==> src/hdl/rmd320_pkg.sv <==
// Constants, tables and functions shared by the RIPEMD-320 hash modules.
package rmd320_pkg;

  typedef logic [31:0] word_t;

  localparam int NumChain = 10;

  // Controls handed from the sequencer to the round unit.
  typedef struct packed {
    logic       load;   // copy chaining words into the working registers
    logic       step;   // run one round step
    logic [6:0] rnd;    // step number 0..79
    logic       fold;   // add working words into the chaining words
    logic       init;   // return chaining words to their initial values
  } rnd_ctl_t;

  function automatic word_t init_chain(input logic [3:0] i);
    case (i)
      4'd0: init_chain = 32'h67452301;
      4'd1: init_chain = 32'hEFCDAB89;
      4'd2: init_chain = 32'h98BADCFE;
      4'd3: init_chain = 32'h10325476;
      4'd4: init_chain = 32'hC3D2E1F0;
      4'd5: init_chain = 32'h76543210;
      4'd6: init_chain = 32'hFEDCBA98;
      4'd7: init_chain = 32'h89ABCDEF;
      4'd8: init_chain = 32'h01234567;
      4'd9: init_chain = 32'h3C2D1E0F;
      default: init_chain = 32'h0;
    endcase
  endfunction

  localparam logic [3:0] SEL_L [80] = '{
    0,1,2,3,4,5,6,7,8,9,10,11,12,13,14,15,
    7,4,13,1,10,6,15,3,12,0,9,5,2,14,11,8,
    3,10,14,4,9,15,8,1,2,7,0,6,13,11,5,12,
    1,9,11,10,0,8,12,4,13,3,7,15,14,5,6,2,
    4,0,5,9,7,12,2,10,14,1,3,8,11,6,15,13};
  localparam logic [3:0] SEL_R [80] = '{
    5,14,7,0,9,2,11,4,13,6,15,8,1,10,3,12,
    6,11,3,7,0,13,5,10,14,15,8,12,4,9,1,2,
    15,5,1,3,7,14,6,9,11,8,12,2,10,0,4,13,
    8,6,4,1,3,11,15,0,5,12,2,13,9,7,10,14,
    12,15,10,4,1,5,8,7,6,2,13,14,0,3,9,11};
  localparam logic [4:0] ROT_L [80] = '{
    11,14,15,12,5,8,7,9,11,13,14,15,6,7,9,8,
    7,6,8,13,11,9,7,15,7,12,15,9,11,7,13,12,
    11,13,6,7,14,9,13,15,14,8,13,6,5,12,7,5,
    11,12,14,15,14,15,9,8,9,14,5,6,8,6,5,12,
    9,15,5,11,6,8,13,12,5,12,13,14,11,8,5,6};
  localparam logic [4:0] ROT_R [80] = '{
    8,9,9,11,13,15,15,5,7,7,8,11,14,14,12,6,
    9,13,15,7,12,8,9,11,7,7,12,7,6,15,13,11,
    9,7,15,11,8,6,6,14,12,13,5,14,13,13,7,5,
    15,5,8,11,14,14,6,14,6,9,12,9,12,5,15,8,
    8,5,12,9,12,5,14,6,8,13,6,5,15,13,11,11};
  localparam word_t ADD_L [5] = '{32'h00000000, 32'h5A827999, 32'h6ED9EBA1,
                                  32'h8F1BBCDC, 32'hA953FD4E};
  localparam word_t ADD_R [5] = '{32'h50A28BE6, 32'h5C4DD124, 32'h6D703EF3,
                                  32'h7A6D76E9, 32'h00000000};

  function automatic word_t rol(input word_t x, input logic [4:0] n);
    rol = (x << n) | (x >> (6'd32 - {1'b0, n}));
  endfunction

  function automatic word_t mix(input logic [2:0] k, input word_t x, input word_t y,
                                input word_t z);
    case (k)
      3'd0: mix = x ^ y ^ z;
      3'd1: mix = (x & y) | (~x & z);
      3'd2: mix = (x | ~y) ^ z;
      3'd3: mix = (x & z) | (y & ~z);
      default: mix = x ^ (y | ~z);
    endcase
  endfunction

endpackage

==> src/hdl/rmd320_if.sv <==
// Valid/ready channel interfaces for message words and digest words.
interface rmd320_in_if (input logic clk);
  logic        valid;
  logic        ready;
  logic [31:0] data_word;
  logic [2:0]  bytes_valid;
  logic        last;
  modport source (output valid, data_word, bytes_valid, last, input ready);
  modport sink (input valid, data_word, bytes_valid, last, output ready);
endinterface

interface rmd320_out_if (input logic clk);
  logic        valid;
  logic        ready;
  logic [31:0] digest_word;
  logic [3:0]  word_index;
  logic        digest_last;
  modport source (output valid, digest_word, word_index, digest_last, input ready);
  modport sink (input valid, digest_word, word_index, digest_last, output ready);
endinterface

==> src/hdl/rmd320_round.sv <==
// Shared round unit: working registers, chaining words and the two-line step logic.
module rmd320_round (
  input  logic                  clk,
  input  logic                  rst_n,
  input  rmd320_pkg::rnd_ctl_t  ctl,
  input  rmd320_pkg::word_t     blk_l,
  input  rmd320_pkg::word_t     blk_r,
  input  logic [3:0]            rd_idx,
  output rmd320_pkg::word_t     chain_word
);

  rmd320_pkg::word_t w_r [10];
  rmd320_pkg::word_t chain_r [10];
  rmd320_pkg::word_t tl, tr;
  rmd320_pkg::word_t wn [10];
  logic [2:0] rd;

  always_comb begin
    rd = ctl.rnd[6:4];
    tl = rmd320_pkg::rol(w_r[0] + rmd320_pkg::mix(rd, w_r[1], w_r[2], w_r[3]) + blk_l
           + rmd320_pkg::ADD_L[rd], rmd320_pkg::ROT_L[ctl.rnd]) + w_r[4];
    tr = rmd320_pkg::rol(w_r[5] + rmd320_pkg::mix(3'd4 - rd, w_r[6], w_r[7], w_r[8]) + blk_r
           + rmd320_pkg::ADD_R[rd], rmd320_pkg::ROT_R[ctl.rnd]) + w_r[9];
    wn[0] = w_r[4]; wn[4] = w_r[3]; wn[3] = rmd320_pkg::rol(w_r[2], 5'd10);
    wn[2] = w_r[1]; wn[1] = tl;
    wn[5] = w_r[9]; wn[9] = w_r[8]; wn[8] = rmd320_pkg::rol(w_r[7], 5'd10);
    wn[7] = w_r[6]; wn[6] = tr;
    // Last step of each round swaps one register between the lines: B, D, A, C, E.
    if (ctl.rnd[3:0] == 4'hF) begin
      case (rd)
        3'd0: begin wn[1] = tr; wn[6] = tl; end
        3'd1: begin
          wn[3] = rmd320_pkg::rol(w_r[7], 5'd10);
          wn[8] = rmd320_pkg::rol(w_r[2], 5'd10);
        end
        3'd2: begin wn[0] = w_r[9]; wn[5] = w_r[4]; end
        3'd3: begin wn[2] = w_r[6]; wn[7] = w_r[1]; end
        default: begin wn[4] = w_r[8]; wn[9] = w_r[3]; end
      endcase
    end
  end

  always_ff @(posedge clk) begin
    if (ctl.load) begin
      for (int i = 0; i < 10; i++) w_r[i] <= chain_r[i];
    end else if (ctl.step) begin
      for (int i = 0; i < 10; i++) w_r[i] <= wn[i];
    end
  end

  always_ff @(posedge clk) begin
    if (!rst_n || ctl.init) begin
      for (int i = 0; i < 10; i++) chain_r[i] <= rmd320_pkg::init_chain(4'(i));
    end else if (ctl.fold) begin
      for (int i = 0; i < 10; i++) chain_r[i] <= chain_r[i] + w_r[i];
    end
  end

  assign chain_word = (rd_idx < 4'd10) ? chain_r[rd_idx] : '0;

endmodule

==> src/hdl/ripemd320_hash.sv <==
// Top level of the RIPEMD-320 hash: word intake, padding, sequencer and digest output.
//
// Usage: message words enter on in_ (data_word little-endian, bytes_valid, last).
// A word that does not complete a 16-word block is stored, and in_ready stays high. A word
// that completes a block starts a compression of 80 steps, one step per cycle
// in the shared round unit, plus a load and a fold state; in_ready is low
// meanwhile. On the last word the block appends the 0x80 byte, zeros and the
// 64-bit bit length, one pad word per cycle, compressing once or twice as
// needed, then presents the ten digest words H0..H9 on out_, one per beat,
// digest_last on the tenth. A stalled receiver holds the current digest word;
// no new input is taken until all ten beats are delivered, after which all
// state returns to the reset values for the next message. The synchronous
// active-low reset clears the length, word count and sequencer and loads the
// initial chaining words; the block words need no reset.
module ripemd320_hash (
  input logic        clk,
  input logic        rst_n,
  rmd320_in_if.sink  in_ch,
  rmd320_out_if.source out_ch
);

  typedef enum logic [5:0] {
    S_IDLE = 6'b000001,
    S_LOAD = 6'b000010,
    S_RUN  = 6'b000100,
    S_FOLD = 6'b001000,
    S_PAD  = 6'b010000,
    S_OUT  = 6'b100000
  } state_t;

  state_t state_r, state_nxt;
  rmd320_pkg::word_t blk_r [16];
  logic [3:0]  cnt_r;
  logic [60:0] len_r;
  logic [6:0]  rnd_r;
  logic        pad_r;   // message ended, padding in progress
  logic [3:0]  oidx_r;
  logic        full4_r;   // last word had four bytes: the 0x80 word is still due
  logic        len_ok_r;  // the current block has room for the length words
  rmd320_pkg::rnd_ctl_t ctl;
  rmd320_pkg::word_t chain_word, pad_word, pad_sel, wr_word;
  logic        wr_en, acc;
  logic [2:0]  nb;
  logic [63:0] bits;
  logic [60:0] len_add;

  assign acc = in_ch.valid && in_ch.ready;
  assign in_ch.ready = (state_r == S_IDLE);
  assign nb = !in_ch.last ? 3'd4 : (in_ch.bytes_valid > 3'd4 ? 3'd4 : in_ch.bytes_valid);
  assign len_add = len_r + 61'(nb);
  assign bits = {len_r, 3'b000};

  // Word written on a last beat: masked data with the 0x80 byte after it.
  function automatic rmd320_pkg::word_t tail(input rmd320_pkg::word_t d, input logic [2:0] n);
    case (n)
      3'd0: tail = 32'h00000080;
      3'd1: tail = {16'h0, 8'h80, d[7:0]};
      3'd2: tail = {8'h0, 8'h80, d[15:0]};
      3'd3: tail = {8'h80, d[23:0]};
      default: tail = d;
    endcase
  endfunction

  // Pad words: zeros, with the low and high length words in words 14 and 15.
  always_comb begin
    if (cnt_r == 4'd14) pad_word = bits[31:0];
    else if (cnt_r == 4'd15) pad_word = bits[63:32];
    else pad_word = '0;
  end

  // Length words only go in once no 0x80 word is pending and the block has room.
  always_comb begin
    if (full4_r) pad_sel = 32'h00000080;
    else if (len_ok_r) pad_sel = pad_word;
    else pad_sel = '0;
  end

  always_comb begin
    wr_en = 1'b0;
    wr_word = pad_sel;
    if (acc) begin
      wr_en = 1'b1;
      wr_word = in_ch.last ? tail(in_ch.data_word, nb) : in_ch.data_word;
    end else if (state_r == S_PAD) begin
      wr_en = 1'b1;
    end
  end

  always_ff @(posedge clk) begin
    if (wr_en) blk_r[cnt_r] <= wr_word;
  end

  always_comb begin
    state_nxt = state_r;
    case (state_r)
      S_IDLE: if (acc) begin
        if (cnt_r == 4'd15) state_nxt = S_LOAD;
        else if (in_ch.last) state_nxt = S_PAD;
      end
      S_LOAD: state_nxt = S_RUN;
      S_RUN:  if (rnd_r == 7'd79) state_nxt = S_FOLD;
      S_FOLD: begin
        if (!pad_r) state_nxt = S_IDLE;
        else if (cnt_r == 4'd0 && !full4_r && oidx_r == 4'd1) state_nxt = S_OUT;
        else state_nxt = S_PAD;
      end
      S_PAD:  if (cnt_r == 4'd15) state_nxt = S_LOAD;
      S_OUT:  if (out_ch.ready && oidx_r == 4'd9) state_nxt = S_IDLE;
      default: state_nxt = S_IDLE;
    endcase
  end

  // oidx_r doubles as a "length words written" flag during padding.
  always_ff @(posedge clk) begin
    if (!rst_n) begin
      state_r  <= S_IDLE;
      cnt_r    <= '0;
      len_r    <= '0;
      rnd_r    <= '0;
      pad_r    <= 1'b0;
      full4_r  <= 1'b0;
      len_ok_r <= 1'b0;
      oidx_r   <= '0;
    end else begin
      state_r <= state_nxt;
      if (wr_en) cnt_r <= cnt_r + 4'd1;
      if (acc) begin
        len_r <= len_add;
        pad_r <= in_ch.last;
        full4_r <= in_ch.last && nb == 3'd4;
        // The 0x80 byte lands in this word; the length fits if two words remain.
        if (in_ch.last && nb != 3'd4 && cnt_r < 4'd14) len_ok_r <= 1'b1;
      end
      if (state_r == S_PAD) begin
        // First pad word after a full last word carries the 0x80 byte.
        if (full4_r) begin
          full4_r <= 1'b0;
          if (cnt_r < 4'd14) len_ok_r <= 1'b1;
        end
        if (cnt_r == 4'd15 && !full4_r && len_ok_r) oidx_r <= 4'd1;
      end
      if (state_r == S_FOLD && pad_r) len_ok_r <= 1'b1;
      if (state_r == S_RUN) rnd_r <= (rnd_r == 7'd79) ? 7'd0 : rnd_r + 7'd1;
      if (state_r == S_FOLD && state_nxt == S_OUT) oidx_r <= '0;
      if (state_r == S_OUT && out_ch.ready) begin
        if (oidx_r == 4'd9) begin
          oidx_r   <= '0;
          len_r    <= '0;
          pad_r    <= 1'b0;
          len_ok_r <= 1'b0;
        end else begin
          oidx_r <= oidx_r + 4'd1;
        end
      end
    end
  end

  always_comb begin
    ctl.load = (state_r == S_LOAD);
    ctl.step = (state_r == S_RUN);
    ctl.rnd  = rnd_r;
    ctl.fold = (state_r == S_FOLD);
    ctl.init = (state_r == S_OUT) && out_ch.ready && (oidx_r == 4'd9);
  end

  rmd320_round u_round (
    .clk(clk), .rst_n(rst_n), .ctl(ctl),
    .blk_l(blk_r[rmd320_pkg::SEL_L[rnd_r]]),
    .blk_r(blk_r[rmd320_pkg::SEL_R[rnd_r]]),
    .rd_idx(oidx_r), .chain_word(chain_word)
  );

  assign out_ch.valid       = (state_r == S_OUT);
  assign out_ch.digest_word = chain_word;
  assign out_ch.word_index  = oidx_r;
  assign out_ch.digest_last = (oidx_r == 4'd9);

`ifndef ASSERT_OFF
  a_no_in_busy: assert property (@(posedge clk) disable iff (!rst_n)
    (state_r != S_IDLE) |-> !in_ch.ready) else $error("input taken while busy");
  a_rnd_idle: assert property (@(posedge clk) disable iff (!rst_n)
    (state_r != S_RUN) |-> (rnd_r == 7'd0)) else $error("step count not cleared");
  a_load_run: assert property (@(posedge clk) disable iff (!rst_n)
    (state_r == S_LOAD) |=> (state_r == S_RUN)) else $error("load not followed by run");
  a_out_idx: assert property (@(posedge clk) disable iff (!rst_n)
    out_ch.valid |-> (oidx_r < 4'd10)) else $error("digest index out of range");
`endif

endmodule
==> src/flat_wrapper.sv <==
// flat-port wrapper written by rule: the top's interface ports become plain ports
module ripemd320_hash_flat 
  (clk, rst_n, in_ch_valid, in_ch_data_word, in_ch_bytes_valid, in_ch_last, in_ch_ready, out_ch_valid, out_ch_digest_word, out_ch_word_index, out_ch_digest_last, out_ch_ready);
  rmd320_in_if in_ch_i (.clk(clk));
  rmd320_out_if out_ch_i (.clk(clk));
  input logic clk;
  input logic rst_n;
  input wire logic [$bits(in_ch_i.valid)-1:0] in_ch_valid;
  input wire logic [$bits(in_ch_i.data_word)-1:0] in_ch_data_word;
  input wire logic [$bits(in_ch_i.bytes_valid)-1:0] in_ch_bytes_valid;
  input wire logic [$bits(in_ch_i.last)-1:0] in_ch_last;
  output wire logic [$bits(in_ch_i.ready)-1:0] in_ch_ready;
  output wire logic [$bits(out_ch_i.valid)-1:0] out_ch_valid;
  output wire logic [$bits(out_ch_i.digest_word)-1:0] out_ch_digest_word;
  output wire logic [$bits(out_ch_i.word_index)-1:0] out_ch_word_index;
  output wire logic [$bits(out_ch_i.digest_last)-1:0] out_ch_digest_last;
  input wire logic [$bits(out_ch_i.ready)-1:0] out_ch_ready;
  assign in_ch_i.valid = in_ch_valid;
  assign in_ch_i.data_word = in_ch_data_word;
  assign in_ch_i.bytes_valid = in_ch_bytes_valid;
  assign in_ch_i.last = in_ch_last;
  assign in_ch_ready = in_ch_i.ready;
  assign out_ch_valid = out_ch_i.valid;
  assign out_ch_digest_word = out_ch_i.digest_word;
  assign out_ch_word_index = out_ch_i.word_index;
  assign out_ch_digest_last = out_ch_i.digest_last;
  assign out_ch_i.ready = out_ch_ready;
  ripemd320_hash u_core (.clk(clk), .rst_n(rst_n), .in_ch(in_ch_i), .out_ch(out_ch_i));
endmodule
==> config.mk <==
export PLATFORM = sky130hd
export DESIGN_NAME = ripemd320_hash_flat
export DESIGN_NICKNAME = d
export VERILOG_FILES = /design/src/hdl/rmd320_pkg.sv /design/src/hdl/rmd320_if.sv /design/src/hdl/rmd320_round.sv /design/src/hdl/ripemd320_hash.sv /design/src/flat_wrapper.sv
export SDC_FILE = /design/constraint.sdc
export NUM_CORES = 2
export LEC_CHECK = 0
export ABC_AREA = 1
export BUFFER_PORTS_ARGS = -buffer_cell sky130_fd_sc_hd__buf_4
export CELL_PAD_IN_SITES_DETAIL_PLACEMENT = 1
export CELL_PAD_IN_SITES_GLOBAL_PLACEMENT = 2
export CORE_MARGIN = 2
export CORE_UTILIZATION = 39
export CTS_CLUSTER_SIZE = 20
export DETAILED_ROUTE_END_ITERATION = 8
export GPL_TIMING_DRIVEN = 1
export PLACE_DENSITY_LB_ADDON = 0.1
export SLEW_MARGIN = 30
export SYNTH_ARGS = -nofsm -noshare
export SYNTH_HDL_FRONTEND = slang
export SYNTH_SLANG_ARGS = --single-unit
==> constraint.sdc <==
create_clock -name clk -period 11.2 [get_ports clk]
set_input_delay 1.12 -clock clk [delete_from_list [all_inputs] [get_ports clk]]
set_output_delay 1.12 -clock clk [all_outputs]
set_load 0.05 [all_outputs]
* After elaboration in Yosys (flattened, before gate mapping)
Memories as Yosys holds them, arrays and structs flattened. A register that Yosys moved wholly into a read port is not among the register bits.
Index checks and enable logic that the tools add are counted.
** Cells by class
- Add/sub/neg operators :: 25
- Magnitude comparators :: 5
- Equal/unequal tests :: 24
- Bitwise gates (word level) :: 56
- Multiplexer cells :: 113
- Reductions and logical operators :: 24
- Shifts and indexed selects :: 4
** Operators with widths (count)
- two-way mux 32 bit :: 51
- adder 32 bit :: 18
- case mux 32 bit (4 select lines) :: 3
- two-way mux 320 bit :: 1
- OR 32 bit :: 10
- bitwise AND 32 bit :: 8
- bitwise XOR 32 bit :: 8
- NOT 32 bit :: 6
- two-way mux 61 bit :: 3
- OR 32 x 10 -> 32 bit :: 2
- << shifter 32 x 5 -> 32 bit :: 2
- right shift 32 x 6 -> 32 bit :: 2
- adder 61 x 3 -> 61 bit :: 1
- two-way mux 6 bit :: 8
- two-way mux 4 bit :: 11
- case mux 6 bit (6 select lines) :: 1
- two-way mux 1 bit :: 28
- two-way mux 5 bit :: 4
- OR 1 bit :: 20
- equality test 3 x 2 -> 1 bit, second input constant :: 6
- equality test 4 bit, second input constant :: 4
- logical AND 1 bit :: 13
- equality test 6 bit, second input constant :: 2
- subtractor 6 x 5 -> 6 bit, first input constant :: 2
- other kinds (28) :: 37
** Word-level totals
- Input port bits :: 40
- RAM bits :: 1152
- Memories :: 9
- Bits in read-only memories :: 2816
- Bits in registers :: 85
** Memories
- (name not given) :: words 128, bits a word 5, read ports 1, clocked after Yosys merged registers in 0, write ports 0, RTL line rmd320_round.sv:23 : + rmd320_pkg::ADD_R[rd], rmd320_pkg::ROT_R[ctl.rnd]) + w_r[9];
- (name not given) :: words 128, bits a word 5, read ports 1, clocked after Yosys merged registers in 0, write ports 0, RTL line rmd320_round.sv:21 : + rmd320_pkg::ADD_L[rd], rmd320_pkg::ROT_L[ctl.rnd]) + w_r[4];
- (name not given) :: words 128, bits a word 4, read ports 1, clocked after Yosys merged registers in 0, write ports 0, RTL line ripemd320_hash.sv:168 : .blk_l(blk_r[rmd320_pkg::SEL_L[rnd_r]]),
- (name not given) :: words 128, bits a word 4, read ports 1, clocked after Yosys merged registers in 0, write ports 0, RTL line ripemd320_hash.sv:169 : .blk_r(blk_r[rmd320_pkg::SEL_R[rnd_r]]),
- u_core.blk_r :: words 16, bits a word 32, read ports 2, clocked after Yosys merged registers in 0, write ports 1, RTL line ripemd320_hash.sv:32 : rmd320_pkg::word_t blk_r [16];
- u_core.u_round.chain_r :: words 10, bits a word 32, read ports 11, clocked after Yosys merged registers in 1, write ports 10, RTL line rmd320_round.sv:13 : rmd320_pkg::word_t chain_r [10];
- 3 more memories

* Logic depth before layout (Yosys ltp)
- Depth after elaboration :: 14
- Depth in mapped cells :: 65
- Depth with buffers taken out :: 62

* Modules after synthesis
A second synthesis with hierarchy kept.
** Unflattened totals
- Cells, all modules :: 14192
- Area total of the unflattened synthesis :: 102976.3 µm²
** By module, submodules not included
- rmd320_round :: instances 1, cells an instance 9799, area each 68464.4 µm²
- ripemd320_hash :: instances 1, cells an instance 4393, area each 34511.8 µm²

* Worst setup path after synthesis
OpenSTA, ideal clock, no wires.
- Kind :: flip-flop to flip-flop
- From :: register u_core.oidx_r[0] (netlist: u_core.out_ch.word_index[0])
- To :: memory u_core.u_round.chain_r[0][0] (netlist name), enable pin
- Arrival :: 9.515 ns
- Setup time :: 0.696 ns
- Required time :: 10.504 ns
- Path slack :: 0.989 ns
- Cell stages (with the launch flop) :: 8
- Cells stage by stage :: dfxtp_1 > ha_1 > inv_1 > nor3_1 > a21oi_1 > buf_1 > clkbuf_1 > nand2_1
** RTL lines
- start: declaration :: RTL line ripemd320_hash.sv:37 : logic [3:0] oidx_r;
- start signal: assignment :: RTL line ripemd320_hash.sv:152 : oidx_r <= oidx_r + 4'd1;
- end: declaration :: RTL line rmd320_round.sv:13

==> flow_summary.ini <==
[outcome]
outcome = finished, final reports clean

[floorplan]
io_pins = 79
die-area_mm2 = 0.250
rows = 181
start_util = 0.393
fp.coreArea_mm2 = 0.244
die_h_um = 500
die_w_um = 500

[logic_synthesis]
synth_xor_area_frac = 0.0241
syn_inst = 12400
ys_seq_area_frac = 0.380
synth_fa_ha_area_frac = 0.0974
synthSimpleGateAreaFrac = 0.189
synthArstFlopShare = 0
synth.distinct_cells = 68
yosysWarnings = 0
synth_edf_count = 1152
synth_seq_cells = 1241
synth_top_family_by_area = compound AO/OA/AOI/OAI gates
synthMuxAreaShare = 0.00721
synth_compound_area_frac = 0.221
synth_area_mm2 = 0.0958
synth-main-ff-cell = edfxtp_1
synth_nets = 13100
avgSynthCellArea_um2 = 7.73

[critical_path]
setup.worst_path.class = flip-flop to flip-flop
critPathRequiredTime_ps = 11730
slowest_delay_ps = 550
end_kind = flip-flop
crit_arrival_ps = 11290
cpMostUsedCell = nand2_1
crit_fanout = 44
cp-start-kind = flip-flop
slowest_stage = fa_1
reg2reg_depth = 56

[cts]
cts_hold_buf = 0
cts.clk_slew.worst_paths_ps = 60
cts.sinks = 1241
ctsHtreeMaxLevel = 4
cts_root_buf = clkbuf_16
cts_tree = done
cts_made_buffers = 158
clockBufferDepth = 3
clk_latency_ps = 860

[global_route]
grt_use_total = 0.380
grt_max_degree = 150
antenna_found_initial = 34
grt_overflow_total = 0
grt_pass1_vias = 96500
grt_pass1_wl_um = 692000

[hold_path]
hold_depth = 2
min_path_type = flip-flop to flip-flop

[drt]
vias_per_cell = 6.16
drt_iter0_markers = 10800
drt-pass1-iter-count = 6
ant_nets = 0
num_vias = 98400
drc = 0
routedWlPerCell_um = 30.7
routed_wl_um = 490000

[layout]
multi_input_area_mm2 = 0.0523
area_delta_synth_final_pct = 14.3
final_nets = 13400
design_area_mm2 = 0.110
drive_above_1_share = 0.0898
layout.area.seq_mm2 = 0.0364
fill_cells = 29500

[sta]
whs_ps = 483
finalCritPeriodShare = 0.961
relSlewSlack = 0.229
fmax_ghz = 0.0929
maxSlewViolCount = 0
hold_viol = 0
period_needed_ps = 10760
max_slew.worst_pin.slew_ps = 1140
finalSetupViolations = 0
fin_worst_skew_ps = 72.2

[power_and_ir_drop]
peakVddDrop_uv = 126
power_switching_mw = 4.08
power_density_mw_per_mm2 = 119
sw_frac_of_total = 0.314
leakagePower_nw = 46.3
clockPowerShare = 0.412
power_frac_seq = 0.401
p_comb_frac = 0.187
fin_total_pwr_mw = 13.0
intPower_mw = 8.90

[placement]
dpl.hpwl_um = 370000
io_buffers = 78
post_dp_cell_area_mm2 = 0.104
place_congestion = 1.00

[flow_run]
cap_viol_max_count = 0
==> layout make-up <==
cell class / count / area share
well taps: 3202 / 0.0366
inverters: 1464 / 0.0506
diodes: 10 / 0.000228
clock inverters: 89 / 0.00993
repair buffers: 703 / 0.0551
clock buffers: 197 / 0.0379
flip-flops and latches: 1241 / 0.332
multi-input cells: 9085 / 0.477
==> cells in the mapped netlist (7+ instances only) <==
| cell type | n | area (um2) |
|---|---|---|
| o22ai_1 | 69 | 432 |
| nand3_1 | 791 | 3960 |
| o21ai_1 | 74 | 370 |
| ha_1 | 530 | 6630 |
| a2bb2oi_1 | 10 | 87.6 |
| o32ai_1 | 9 | 78.8 |
| nand4_1 | 56 | 350 |
| clkbuf_1 | 475 | 1780 |
| o21ai_0 | 1462 | 7320 |
| o21a_1 | 93 | 698 |
| buf_2 | 61 | 305 |
| xnor2_1 | 109 | 955 |
| inv_1 | 1433 | 5380 |
| o31ai_1 | 27 | 203 |
| nor2_1 | 639 | 2400 |
| fa_1 | 135 | 2700 |
| clkinv_1 | 8 | 30.0 |
| nor3_1 | 175 | 876 |
| a31oi_1 | 46 | 288 |
| xor2_1 | 155 | 1360 |
| nor3b_1 | 7 | 52.6 |
| nor4_1 | 31 | 194 |
| edfxtp_1 | 1152 | 34600 |
| buf_4 | 7 | 52.6 |
| a21boi_0 | 29 | 218 |
| inv_2 | 23 | 86.3 |
| or2_2 | 64 | 400 |
| dfxtp_1 | 89 | 1780 |
| nand2_1 | 2544 | 9550 |
| o211ai_1 | 470 | 3530 |
| nand3b_1 | 11 | 82.6 |
| a221oi_1 | 22 | 193 |
| buf_1 | 52 | 195 |
| o21bai_1 | 31 | 233 |
| mux2i_1 | 69 | 691 |
| o2111ai_1 | 33 | 289 |
| nand2_2 | 9 | 56.3 |
| o221ai_1 | 20 | 175 |
| a211oi_1 | 15 | 113 |
| a21oi_1 | 1244 | 6230 |
| o311ai_0 | 9 | 78.8 |
| a21o_1 | 31 | 233 |
==> path summary, 6_finish.rpt <==
path / from / endpoint / slack [ps]
worst max-delay path: u_core.rnd_r[1] / u_core.u_round.w_r[1][24] / 440
worst min-delay path: u_core.len_r[0] / u_core.len_r[0] / 480
worst min register to register: u_core.len_r[0] / u_core.len_r[0] / 480
worst max register to register: u_core.rnd_r[1] / u_core.u_round.w_r[1][24] / 440
==> per-layer routing <==
metal	up-vias	share of wire	global-route usage
li1	43700	-	-
met4	12	0.051	0.169
met2	4307	0.42	0.566
met5	-	0.00014	0
met3	851	0.091	0.0809
met1	49600	0.43	0.527
==> kinds of logic (layout without fill, tap and decap cells) <==
| group | after synthesis | count (layout) |
|---|---|---|
| simple gates | 4351 | 4354 |
| compound gates | 3733 | 3733 |
| buf+inv | 2062 | 2453 |
| flops | 1241 | 1241 |
| fa+ha+maj | 665 | 665 |
| xor+xnor | 264 | 264 |
| mux | 69 | 69 |
| other cells | 0 | 10 |
==> cell usage in the layout, fill, tap and decap left out, types with 31 or more instances in the layout <==
cell type	Yosys	routed
nand2_1	2544	2535
o21ai_0	1462	1432
inv_1	1433	1431
a21oi_1	1244	1231
edfxtp_1	1152	1152
nand3_1	791	787
buf_4	7	645
nor2_1	639	607
ha_1	530	529
o211ai_1	470	470
nor3_1	175	172
clkbuf_16	0	162
xor2_1	155	155
fa_1	135	135
xnor2_1	109	107
o21a_1	93	93
o21ai_1	74	90
dfxtp_1	89	84
o22ai_1	69	69
mux2i_1	69	69
or2_2	64	64
nand4_1	56	56
a31oi_1	46	45
buf_12	0	44
clkbuf_1	475	35
clkinv_1	8	33
o2111ai_1	33	33
a21o_1	31	31
==> timing repair <==
item / in CTS / in global routing
setup endpoints to repair: 23 / 38
resized for setup: 5 / 55
pin swaps: 0 / 10
buffers inserted: 0 / 14
gates cloned: 0 / 6
==> power groups by stage <==
| stage | clock [mW] | combinational (mW) | sequential [mW] |
|---|---|---|---|
| after CTS | 5.40 | 2.33 | 5.21 |
| after floorplan | 0 | 1.36 | 5.31 |
| after global routing | 5.55 | 2.62 | 5.21 |
| after global placement | 0 | 2.27 | 5.30 |
| final | 5.35 | 2.43 | 5.21 |
| after detailed placement | 0 | 2.31 | 5.31 |
==> registers in the layout, indices dropped and copies added (netlist names), named ones only <==
signal	count
u_core.blk_r	512
u_core.cnt_r	4
u_core.full4_r	1
u_core.len_ok_r	1
u_core.len_r	61
u_core.out_ch.word_index	4
u_core.pad_r	1
u_core.rnd_r	7
u_core.state_r	6
u_core.u_round.chain_r	320
u_core.u_round.w_r	320
==> per-stage QoR <==
step / instances / setup WS, ps / util / setup TNS (ps)
finish: 16000 / 439 / 0.449 / 0
global route: 16000 / -49.5 / 0.449 / -234
CTS: 16000 / 4.80 / 0.447 / 0
detailed placement: 15700 / -337 / 0.426 / -4840
global placement: 15700 / -414 / 0.425 / -6380
floorplan: 12400 / 989 / - / 0
==> worst max-delay path, delay by kind of cell (launching register included) <==
family          cells  cell delay, ps
buf+inv             9            1260
simple gates       25            3160
xor+xnor            1             250
compound gates     15            3040
fa+ha+maj           6            2370
flops               1             330
No activity file was read; power rests on OpenSTA's default activity.
